## src/hdl/two_class_priority_queue_cancel_assert.svh

```systemverilog
// assertion macros for the two-class priority queue
// used by the top level only, no other dependencies
`ifndef TWO_CLASS_PRIORITY_QUEUE_CANCEL_ASSERT_SVH
`define TWO_CLASS_PRIORITY_QUEUE_CANCEL_ASSERT_SVH

// same-cycle implication
`define TCPQ_ASSERT_IMPLY(lbl, ante, cons) \
   lbl: assert property (@(posedge clock) disable iff (reset) (ante) |-> (cons)) \
      else $error("tcpq assertion failed");

// next-cycle implication
`define TCPQ_ASSERT_NEXT(lbl, ante, cons) \
   lbl: assert property (@(posedge clock) disable iff (reset) (ante) |=> (cons)) \
      else $error("tcpq assertion failed");

`endif

```

## src/hdl/tcpq_pkg.sv

```systemverilog
// shared types and constants for the two-class priority queue
// no dependencies
`default_nettype none
package tcpq_pkg;

   localparam int QueueDepth = 32;
   localparam int MaxBatch = 8;
   localparam logic [3:0] BatchReset = 4'd4;
   localparam int KeyWidth = 32;

   localparam logic [1:0] OP_REGISTER = 2'd0;
   localparam logic [1:0] OP_REMOVE = 2'd1;
   localparam logic [1:0] OP_CALL = 2'd2;
   localparam logic [1:0] OP_UNUSED = 2'd3;

   typedef enum logic [2:0] {
      ST_REGISTERED = 3'd0,
      ST_FULL = 3'd1,
      ST_REMOVED = 3'd2,
      ST_NOT_FOUND = 3'd3,
      ST_SERVED = 3'd4,
      ST_EMPTY = 3'd5
   } status_type;

   typedef struct packed {
      logic [KeyWidth-1:0] key;
      logic cls;
   } entry_type;

   typedef struct packed {
      status_type status;
      logic [KeyWidth-1:0] served_key;
      logic served_class;
      logic [5:0] remaining;
      logic last;
   } result_type;

endpackage
`default_nettype wire

```

## src/hdl/tcpq_ram.sv

```systemverilog
// generic simple dual-port ram, one write and one registered read port
// no dependencies
`default_nettype none
module tcpq_ram #(
   parameter int WIDTH = 8,
   parameter int DEPTH = 32
) (
   input wire logic clock,
   input wire logic we,
   input wire logic [$clog2(DEPTH)-1:0] waddr,
   input wire logic [WIDTH-1:0] wdata,
   input wire logic re,
   input wire logic [$clog2(DEPTH)-1:0] raddr,
   output logic [WIDTH-1:0] rdata
);

   logic [WIDTH-1:0] mem [DEPTH];
   logic [WIDTH-1:0] rdata_ff;

   always_ff @(posedge clock) begin
      if (we) begin
         mem[waddr] <= wdata;
      end
      if (re) begin
         rdata_ff <= mem[raddr];
      end
   end

   assign rdata = rdata_ff;

endmodule
`default_nettype wire

```

## src/hdl/tcpq_ctrl.sv

```systemverilog
// queue sequencer: circular entry store in ram, insert, search, delete, batch dequeue
// depends on tcpq_pkg and tcpq_ram
`default_nettype none
module tcpq_ctrl #(
   parameter int QUEUE_DEPTH = 32
) (
   input wire logic clock,
   input wire logic reset,
   input wire logic req_valid,
   output logic req_stall,
   input wire logic [1:0] req_op,
   input wire logic [31:0] req_key,
   input wire logic req_ticket_class,
   output logic rsp_valid,
   input wire logic rsp_stall,
   output tcpq_pkg::result_type result,
   input wire logic [3:0] batch_size
);
   import tcpq_pkg::*;

   localparam int AW = $clog2(QUEUE_DEPTH);
   localparam int CW = $clog2(QUEUE_DEPTH + 1);

   typedef enum logic [3:0] {
      S_IDLE, S_INS_RD, S_INS_WR, S_SRCH_RD, S_SRCH_CMP,
      S_DEL_RD, S_DEL_WR, S_CALL_RD, S_CALL_OUT, S_RESP
   } state_type;

   state_type state_ff;
   logic [CW-1:0] occ_ff, nfast_ff, idx_ff;
   logic [AW-1:0] head_ff;
   logic [3:0] cnt_ff;
   logic [KeyWidth-1:0] key_ff;
   logic cls_ff;
   status_type status_ff;
   logic rsp_valid_ff;
   result_type res_ff;

   logic ram_we, ram_re;
   logic [AW-1:0] ram_waddr, ram_raddr;
   entry_type ram_wdata, ram_rdata;
   logic out_free;
   logic [3:0] bsz, batch_n;
   logic [AW-1:0] head_inc;

   function automatic logic [AW-1:0] phys(input logic [AW-1:0] head,
                                          input logic [CW-1:0] i);
      logic [AW+1:0] s;
      s = (AW+2)'(head) + (AW+2)'(i);
      if (s >= (AW+2)'(QUEUE_DEPTH)) begin
         s = s - (AW+2)'(QUEUE_DEPTH);
      end
      return s[AW-1:0];
   endfunction

   tcpq_ram #(.WIDTH($bits(entry_type)), .DEPTH(QUEUE_DEPTH)) u_ram (
      .clock(clock),
      .we(ram_we),
      .waddr(ram_waddr),
      .wdata(ram_wdata),
      .re(ram_re),
      .raddr(ram_raddr),
      .rdata(ram_rdata)
   );

   assign req_stall = (state_ff != S_IDLE);
   assign out_free = !rsp_valid_ff || !rsp_stall;
   assign head_inc = (head_ff == AW'(QUEUE_DEPTH - 1)) ? '0 : head_ff + 1'b1;

   always_comb begin
      bsz = batch_size;
      if (bsz == 4'd0) begin
         bsz = 4'd1;
      end else if (bsz > 4'(MaxBatch)) begin
         bsz = 4'(MaxBatch);
      end
      batch_n = bsz;
      if ((CW+4)'(occ_ff) < (CW+4)'(bsz)) begin
         batch_n = 4'(occ_ff);
      end
   end

   always_comb begin
      ram_we = 1'b0;
      ram_re = 1'b0;
      ram_waddr = '0;
      ram_raddr = '0;
      ram_wdata = '{key: key_ff, cls: cls_ff};
      unique case (state_ff)
         S_IDLE: begin
            if (req_valid && req_op == OP_REGISTER && req_ticket_class
                && occ_ff != CW'(QUEUE_DEPTH)) begin
               ram_we = 1'b1;
               ram_waddr = phys(head_ff, occ_ff);
               ram_wdata = '{key: req_key, cls: 1'b1};
            end
         end
         S_INS_RD: begin
            if (idx_ff == nfast_ff) begin
               ram_we = 1'b1;
               ram_waddr = phys(head_ff, idx_ff);
            end else begin
               ram_re = 1'b1;
               ram_raddr = phys(head_ff, idx_ff - 1'b1);
            end
         end
         S_INS_WR, S_DEL_WR: begin
            ram_we = 1'b1;
            ram_waddr = phys(head_ff, idx_ff);
            ram_wdata = ram_rdata;
         end
         S_SRCH_RD: begin
            ram_re = 1'b1;
            ram_raddr = phys(head_ff, idx_ff);
         end
         S_DEL_RD: begin
            if (idx_ff + 1'b1 != occ_ff) begin
               ram_re = 1'b1;
               ram_raddr = phys(head_ff, idx_ff + 1'b1);
            end
         end
         S_CALL_RD: begin
            ram_re = 1'b1;
            ram_raddr = head_ff;
         end
         default: begin
         end
      endcase
   end

   always_ff @(posedge clock) begin
      if (reset) begin
         state_ff <= S_IDLE;
         occ_ff <= '0;
         nfast_ff <= '0;
         head_ff <= '0;
         rsp_valid_ff <= 1'b0;
      end else begin
         if (rsp_valid_ff && !rsp_stall) begin
            rsp_valid_ff <= 1'b0;
         end
         unique case (state_ff)
            S_IDLE: begin
               if (req_valid) begin
                  key_ff <= req_key;
                  cls_ff <= req_ticket_class;
                  unique case (req_op)
                     OP_REGISTER: begin
                        if (occ_ff == CW'(QUEUE_DEPTH)) begin
                           status_ff <= ST_FULL;
                           state_ff <= S_RESP;
                        end else if (req_ticket_class) begin
                           occ_ff <= occ_ff + 1'b1;
                           status_ff <= ST_REGISTERED;
                           state_ff <= S_RESP;
                        end else begin
                           idx_ff <= occ_ff;
                           state_ff <= S_INS_RD;
                        end
                     end
                     OP_REMOVE: begin
                        if (occ_ff == '0) begin
                           status_ff <= ST_NOT_FOUND;
                           state_ff <= S_RESP;
                        end else begin
                           idx_ff <= '0;
                           state_ff <= S_SRCH_RD;
                        end
                     end
                     OP_CALL: begin
                        if (occ_ff == '0) begin
                           status_ff <= ST_EMPTY;
                           state_ff <= S_RESP;
                        end else begin
                           cnt_ff <= batch_n;
                           state_ff <= S_CALL_RD;
                        end
                     end
                     default: begin
                     end
                  endcase
               end
            end
            S_INS_RD: begin
               if (idx_ff == nfast_ff) begin
                  occ_ff <= occ_ff + 1'b1;
                  nfast_ff <= nfast_ff + 1'b1;
                  status_ff <= ST_REGISTERED;
                  state_ff <= S_RESP;
               end else begin
                  state_ff <= S_INS_WR;
               end
            end
            S_INS_WR: begin
               idx_ff <= idx_ff - 1'b1;
               state_ff <= S_INS_RD;
            end
            S_SRCH_RD: begin
               state_ff <= S_SRCH_CMP;
            end
            S_SRCH_CMP: begin
               if (ram_rdata.key == key_ff) begin
                  cls_ff <= ram_rdata.cls;
                  state_ff <= S_DEL_RD;
               end else if (idx_ff + 1'b1 == occ_ff) begin
                  status_ff <= ST_NOT_FOUND;
                  state_ff <= S_RESP;
               end else begin
                  idx_ff <= idx_ff + 1'b1;
                  state_ff <= S_SRCH_RD;
               end
            end
            S_DEL_RD: begin
               if (idx_ff + 1'b1 == occ_ff) begin
                  occ_ff <= occ_ff - 1'b1;
                  if (!cls_ff) begin
                     nfast_ff <= nfast_ff - 1'b1;
                  end
                  status_ff <= ST_REMOVED;
                  state_ff <= S_RESP;
               end else begin
                  state_ff <= S_DEL_WR;
               end
            end
            S_DEL_WR: begin
               idx_ff <= idx_ff + 1'b1;
               state_ff <= S_DEL_RD;
            end
            S_CALL_RD: begin
               state_ff <= S_CALL_OUT;
            end
            S_CALL_OUT: begin
               if (out_free) begin
                  rsp_valid_ff <= 1'b1;
                  res_ff <= '{status: ST_SERVED, served_key: ram_rdata.key,
                              served_class: ram_rdata.cls,
                              remaining: 6'(occ_ff - 1'b1),
                              last: (cnt_ff == 4'd1)};
                  head_ff <= head_inc;
                  occ_ff <= occ_ff - 1'b1;
                  if (!ram_rdata.cls) begin
                     nfast_ff <= nfast_ff - 1'b1;
                  end
                  cnt_ff <= cnt_ff - 1'b1;
                  state_ff <= (cnt_ff == 4'd1) ? S_IDLE : S_CALL_RD;
               end
            end
            S_RESP: begin
               if (out_free) begin
                  rsp_valid_ff <= 1'b1;
                  res_ff <= '{status: status_ff, served_key: '0, served_class: 1'b0,
                              remaining: 6'(occ_ff), last: 1'b1};
                  state_ff <= S_IDLE;
               end
            end
            default: begin
               state_ff <= S_IDLE;
            end
         endcase
      end
   end

   assign rsp_valid = rsp_valid_ff;
   assign result = res_ff;

endmodule
`default_nettype wire

```

## src/hdl/two_class_priority_queue_cancel.sv

```systemverilog
// Two-class priority queue with cancel by key. Entries sit in one ring-addressed
// ram in queue order (fast class first, arrival order within a class). A regular
// register, a register on a full queue, a remove or a call on an empty queue go
// straight to the response; a fast register moves each regular entry it passes up
// by one slot; a remove reads and compares entries from the head until it hits or
// runs out, then shifts each entry behind the match down by one; a call reads and
// serves the head entry once per entry of the batch. Each shift step is one ram
// read followed by a write. The result register lets a new transaction be taken
// while the last result is still stalled; a result that finds it still occupied
// waits, adding those stall cycles.
// depends on tcpq_pkg, tcpq_ctrl and two_class_priority_queue_cancel_assert.svh
`default_nettype none
`include "two_class_priority_queue_cancel_assert.svh"
module two_class_priority_queue_cancel #(
   parameter int QUEUE_DEPTH = tcpq_pkg::QueueDepth
) (
   input wire logic clock,
   input wire logic reset,
   input wire logic req_valid,
   output logic req_stall,
   input wire logic [1:0] req_op,
   input wire logic [31:0] req_key,
   input wire logic req_ticket_class,
   output logic rsp_valid,
   input wire logic rsp_stall,
   output logic [2:0] rsp_status,
   output logic [31:0] rsp_served_key,
   output logic rsp_served_class,
   output logic [5:0] rsp_remaining,
   output logic rsp_last,
   input wire logic csr_valid,
   output logic csr_ready,
   input wire logic [3:0] csr_batch_size
);
   import tcpq_pkg::*;

   logic [3:0] batch_ff;
   result_type result;
   logic rsp_unserved;

   assign csr_ready = 1'b1;

   always_ff @(posedge clock) begin
      if (reset) begin
         batch_ff <= BatchReset;
      end else if (csr_valid && csr_ready) begin
         batch_ff <= csr_batch_size;
      end
   end

   tcpq_ctrl #(.QUEUE_DEPTH(QUEUE_DEPTH)) u_ctrl (
      .clock(clock),
      .reset(reset),
      .req_valid(req_valid),
      .req_stall(req_stall),
      .req_op(req_op),
      .req_key(req_key),
      .req_ticket_class(req_ticket_class),
      .rsp_valid(rsp_valid),
      .rsp_stall(rsp_stall),
      .result(result),
      .batch_size(batch_ff)
   );

   assign rsp_status = result.status;
   assign rsp_served_key = result.served_key;
   assign rsp_served_class = result.served_class;
   assign rsp_remaining = result.remaining;
   assign rsp_last = result.last;

   assign rsp_unserved = rsp_valid && rsp_status != ST_SERVED;

   `TCPQ_ASSERT_IMPLY(a_single_is_last, rsp_unserved, rsp_last)
   `TCPQ_ASSERT_IMPLY(a_unserved_zero, rsp_unserved, rsp_served_key == '0 && !rsp_served_class)
   `TCPQ_ASSERT_IMPLY(a_empty_remaining, rsp_valid && rsp_status == ST_EMPTY, rsp_remaining == '0)
   `TCPQ_ASSERT_NEXT(a_busy_after_accept, req_valid && !req_stall && req_op != OP_UNUSED, req_stall)

endmodule
`default_nettype wire
```

## config.mk

```make
export PLATFORM = sky130hd
export DESIGN_NAME = two_class_priority_queue_cancel
export DESIGN_NICKNAME = d
export VERILOG_FILES = /design/src/hdl/tcpq_pkg.sv /design/src/hdl/tcpq_ram.sv /design/src/hdl/tcpq_ctrl.sv /design/src/hdl/two_class_priority_queue_cancel.sv
export VERILOG_INCLUDE_DIRS = /design/src /design/src/hdl
export SDC_FILE = /design/constraint.sdc
export NUM_CORES = 2
export LEC_CHECK = 0
export BUFFER_PORTS_ARGS = -buffer_cell sky130_fd_sc_hd__buf_4
export CORE_MARGIN = 2
export CORE_UTILIZATION = 50
export DETAILED_ROUTE_END_ITERATION = 8
export GPL_TIMING_DRIVEN = 0
export HOLD_SLACK_MARGIN = 0.06
export PLACE_DENSITY = 0.72
export SLEW_MARGIN = 20
export SYNTH_ARGS = -nofsm -noshare
export SYNTH_HDL_FRONTEND = slang
export SYNTH_HIERARCHICAL = 1
export SYNTH_SLANG_ARGS = --single-unit
```

## constraint.sdc

```tcl
create_clock -name clock -period 4.7 [get_ports clock]
set_clock_uncertainty 0.1 [all_clocks]
set_input_delay 0.235 -clock clock [delete_from_list [all_inputs] [get_ports clock]]
set_output_delay 0.235 -clock clock [all_outputs]
set_load 0.02 [all_outputs]
```

==> metrics.txt <==
status=finished, final reports clean; crit path cell chain=buf_6 -> inv_2 -> ha_1 -> xor2_1 -> nor2_1 -> nand4_1 -> nor2_1 -> o21ai_1 -> a22o_2 -> buf_4 -> buf_6 -> buf_8 -> buf_8 -> mux2i_1 -> a22oi_1 -> a31oi_1 -> nand3_1; worst hold endpoint=u_ctrl/key_ff[6]; VDD IR max=0.339 mV; Routed WL per cell=approximately 26 µm; Worst-Margin Slew=1.15 ns; Synth area leader=edfxtp_1; Port Buffer Count=87; first-pass GRT wire length=approximately 180000 µm; Setup TNS Final=0 ns; Initial DRC Count=3746; top cells by count, synth=edfxtp_1 (1178), mux2i_1 (537), nand2_1 (204); sequential area share after synthesis=between 70% and 80%; vias in the first global route=roughly 28k; reg2reg start=u_ctrl/idx_ff[0]; IO Count=90; r2r worst-path depth=17; CP Data Arrival Time=around 4.9 ns; slowest library cell on the worst path=edfxtp_1; Placement Setup Slack=-1.28 ns; CP Class=register to register; CTS root buffer=clkbuf_16; Lkg Pwr=19.1 nW; area growth from synthesis to layout=18.3%; Hold Path Origin=req_key[6]; Critical Path RT=5.00 ns; R2R setup slack=around 0.10 ns; Worst setup SP type=register; Tmin final=4.60 ns; WHS Path Cells=2; vias=approximately 29k; Mapped Cells=approximately 3.1k; Routed Antenna Nets=0; clk_lat worst skew=0.71 ns; Mean Syn Cell Area=between 15 and 20 µm²; share of layout cells above drive strength 1=around 18%; die height=319 µm; Pwr Total=between 30 and 40 mW; # DRC=0; final hold violations=0; Initial Util=around half; flops & latches, synth=about 1.2k; DRT Pass-1 Iters=5; worst setup margin=between 0.1 and 0.15 ns; Fillers=slightly above 7k; Crit Reg-Reg Endpoint=u_ctrl/u_ram/rdata[2]; final layout net count=3529; Post-Syn Nets=approximately 3.2k; endpoints failing setup=0; CP peak stage delay=approximately 0.45 ns; final core utilization=roughly three fifths; non-filler cells in the finished layout=4831; CP endpoint kind=register; delay-heaviest family, CP=compound AO/OA/AOI/OAI gates; top-area cell type share of the netlist area=71.4%; CTS sink count=about 1.2k; Netlist Area Pre-Place=49600 µm²; CTS Buf Count=around 120; Fmax achieved=between 200 and 250 MHz; library cells used by synthesis=80; clock tree buffer depth=3; FP Rows=around 120; largest net degree at the start of global routing=33; Min-Delay Path Class=input port to register; Max-slew headroom=23.5%; Finished Cell Area=around 59000 µm²; initial antenna violation count=2; worst hold slack=between 0.15 and 0.2 ns; Max Cap Violations=0; Inst Count DP=about 4.5k; total gr overflow=0; vias per cell=around 6.0; HPWL Detailed=between 80000 and 90000 µm; CTS tree=built; Yosys Warn Count=6; die width=~320 µm; total track usage=roughly a quarter; most common cell in the netlist=edfxtp_1; Die Area=102000 µm²; number of H-tree levels=3; Area contributors post-synth=edfxtp_1 (71%), mux2i_1 (11%), a22oi_1 (2.0%); asr flop ratio synth=0%; worst-path fanout max=10; clock-pin slew on the worst setup and hold paths=roughly 0.06 ns; most frequently used flop master after synthesis=edfxtp_1; placed cell areas=around 53000 µm²; core area=around 98000 µm²; Power per Cell Area=about 520 nW/µm²; final period utilization=a little over nine tenths; Buf/Inv on CP=6; number of flops mapped to enable cells by yosys=about 1.2k; RSZ-0062 raised after global routing=yes; fin. max-slew vios=0; GPL Wtd Cong=slightly above 0.9; Total Wirelength=approximately 130000 µm
cell usage in the layout (no fill, tap or decap), types with 23 or more instances in the layout:
cell	instances
edfxtp_1	1178
mux2i_1	537
buf_4	179
nand2_1	173
a21oi_1	137
a22oi_1	135
clkbuf_16	118
nand3_1	112
a22o_1	69
xnor2_1	61
clkbuf_1	55
dlygate4sd3_1	45
nor3_1	45
nor2_1	42
buf_12	41
buf_2	38
and2_1	35
nor2_4	34
ha_1	34
clkbuf_2	31
nand2_2	31
clkinv_1	29
buf_6	29
dfxtp_1	26
o21ai_0	26
inv_1	23
worst max-delay path by stage:
stage                     cells after the start                from                        to
after floorplan                               4  u_ctrl/state_ff[1]          u_ctrl/result[0]
after global placement                       12    u_ctrl/occ_ff[1]  u_ctrl/u_ram/mem[21][26]
after detailed placement                     14    u_ctrl/idx_ff[1]    u_ctrl/u_ram/rdata[17]
after CTS                                    15    u_ctrl/idx_ff[1]    u_ctrl/u_ram/rdata[11]
after global routing                         16    u_ctrl/idx_ff[0]    u_ctrl/u_ram/rdata[11]
final                                        17    u_ctrl/idx_ff[0]     u_ctrl/u_ram/rdata[2]
worst reg2reg max path, stage by stage, from the launching register on:
cell and delay (ns):
edfxtp_1 0.45, buf_6 0.17, inv_2 0.09, ha_1 0.32, xor2_1 0.18, nor2_1 0.10
nand4_1 0.19, nor2_1 0.40, o21ai_1 0.19, a22o_2 0.37, buf_4 0.22, buf_6 0.19
buf_8 0.19, buf_8 0.19, mux2i_1 0.17, a22oi_1 0.10, a31oi_1 0.41, nand3_1 0.26
state kept, by name, indices dropped and copies added (netlist names):
name	count
batch_ff	4
u_ctrl/status_ff	3
u_ctrl/key_ff	32
u_ctrl/idx_ff	6
u_ctrl/occ_ff	6
u_ctrl/u_ram/mem	1056
u_ctrl/nfast_ff	6
u_ctrl/cls_ff	1
u_ctrl/head_ff	5
u_ctrl/u_ram/rdata	33
u_ctrl/state_ff	4
u_ctrl/cnt_ff	4
u_ctrl/result	43
u_ctrl/rsp_valid	1
kinds of logic (layout without fill, tap and decap cells):
group,Yosys count,count (layout),share of synthesized area (%)
compound gates,455,455,6.25
simple gates,549,549,5.37
fa+ha+maj,39,39,1.06
buf+inv,203,670,2.38
flops,1204,1204,72.4
xor+xnor,83,83,1.56
mux,541,541,10.9
other cells,1,3,0.00757
power by group:
part / leakage [nW] / internal, mW / switching [mW] / total (mW)
sequential: 10.8 / 13.0 / 0.140 / 13.1
combinational: 6.44 / 2.67 / 5.60 / 8.26
clock: 1.79 / 5.10 / 3.91 / 9.01
layout make-up:
cell class | count | area [µm²] | area share (%)
clock inverters | 66 | 614 | 1.05
diodes | 2 | 5.00 | 0.00854
plain buffers | 172 | 1170 | 1.99
clock buffers | 148 | 3070 | 5.23
inverters | 28 | 105 | 0.179
flip-flops and latches | 1204 | 35900 | 61.2
repair buffers | 256 | 2950 | 5.02
multi-input cells | 1668 | 13200 | 22.5
well taps | 1287 | 1610 | 2.75
metal layers:
layer  GRT usage [%]  vias up  wire, µm
li1                -    12700         -
met1            33.4    14800     50900
met2            39.8     1442     60600
met3            4.10      213     11000
met4            7.86        2      3650
met5               0        -        13
repair_timing:
item | 4_1_cts | 5_1_grt
gates cloned | 0 | 0
endpoints found under the setup margin | 1067 | 777
setup buffers | 57 | 28
pin swaps | 26 | 11
gates resized for setup | 91 | 46
endpoints found under the hold margin | 60 | 0
hold buffers | 45 | 0
Power figures use the tool's default switching activity.
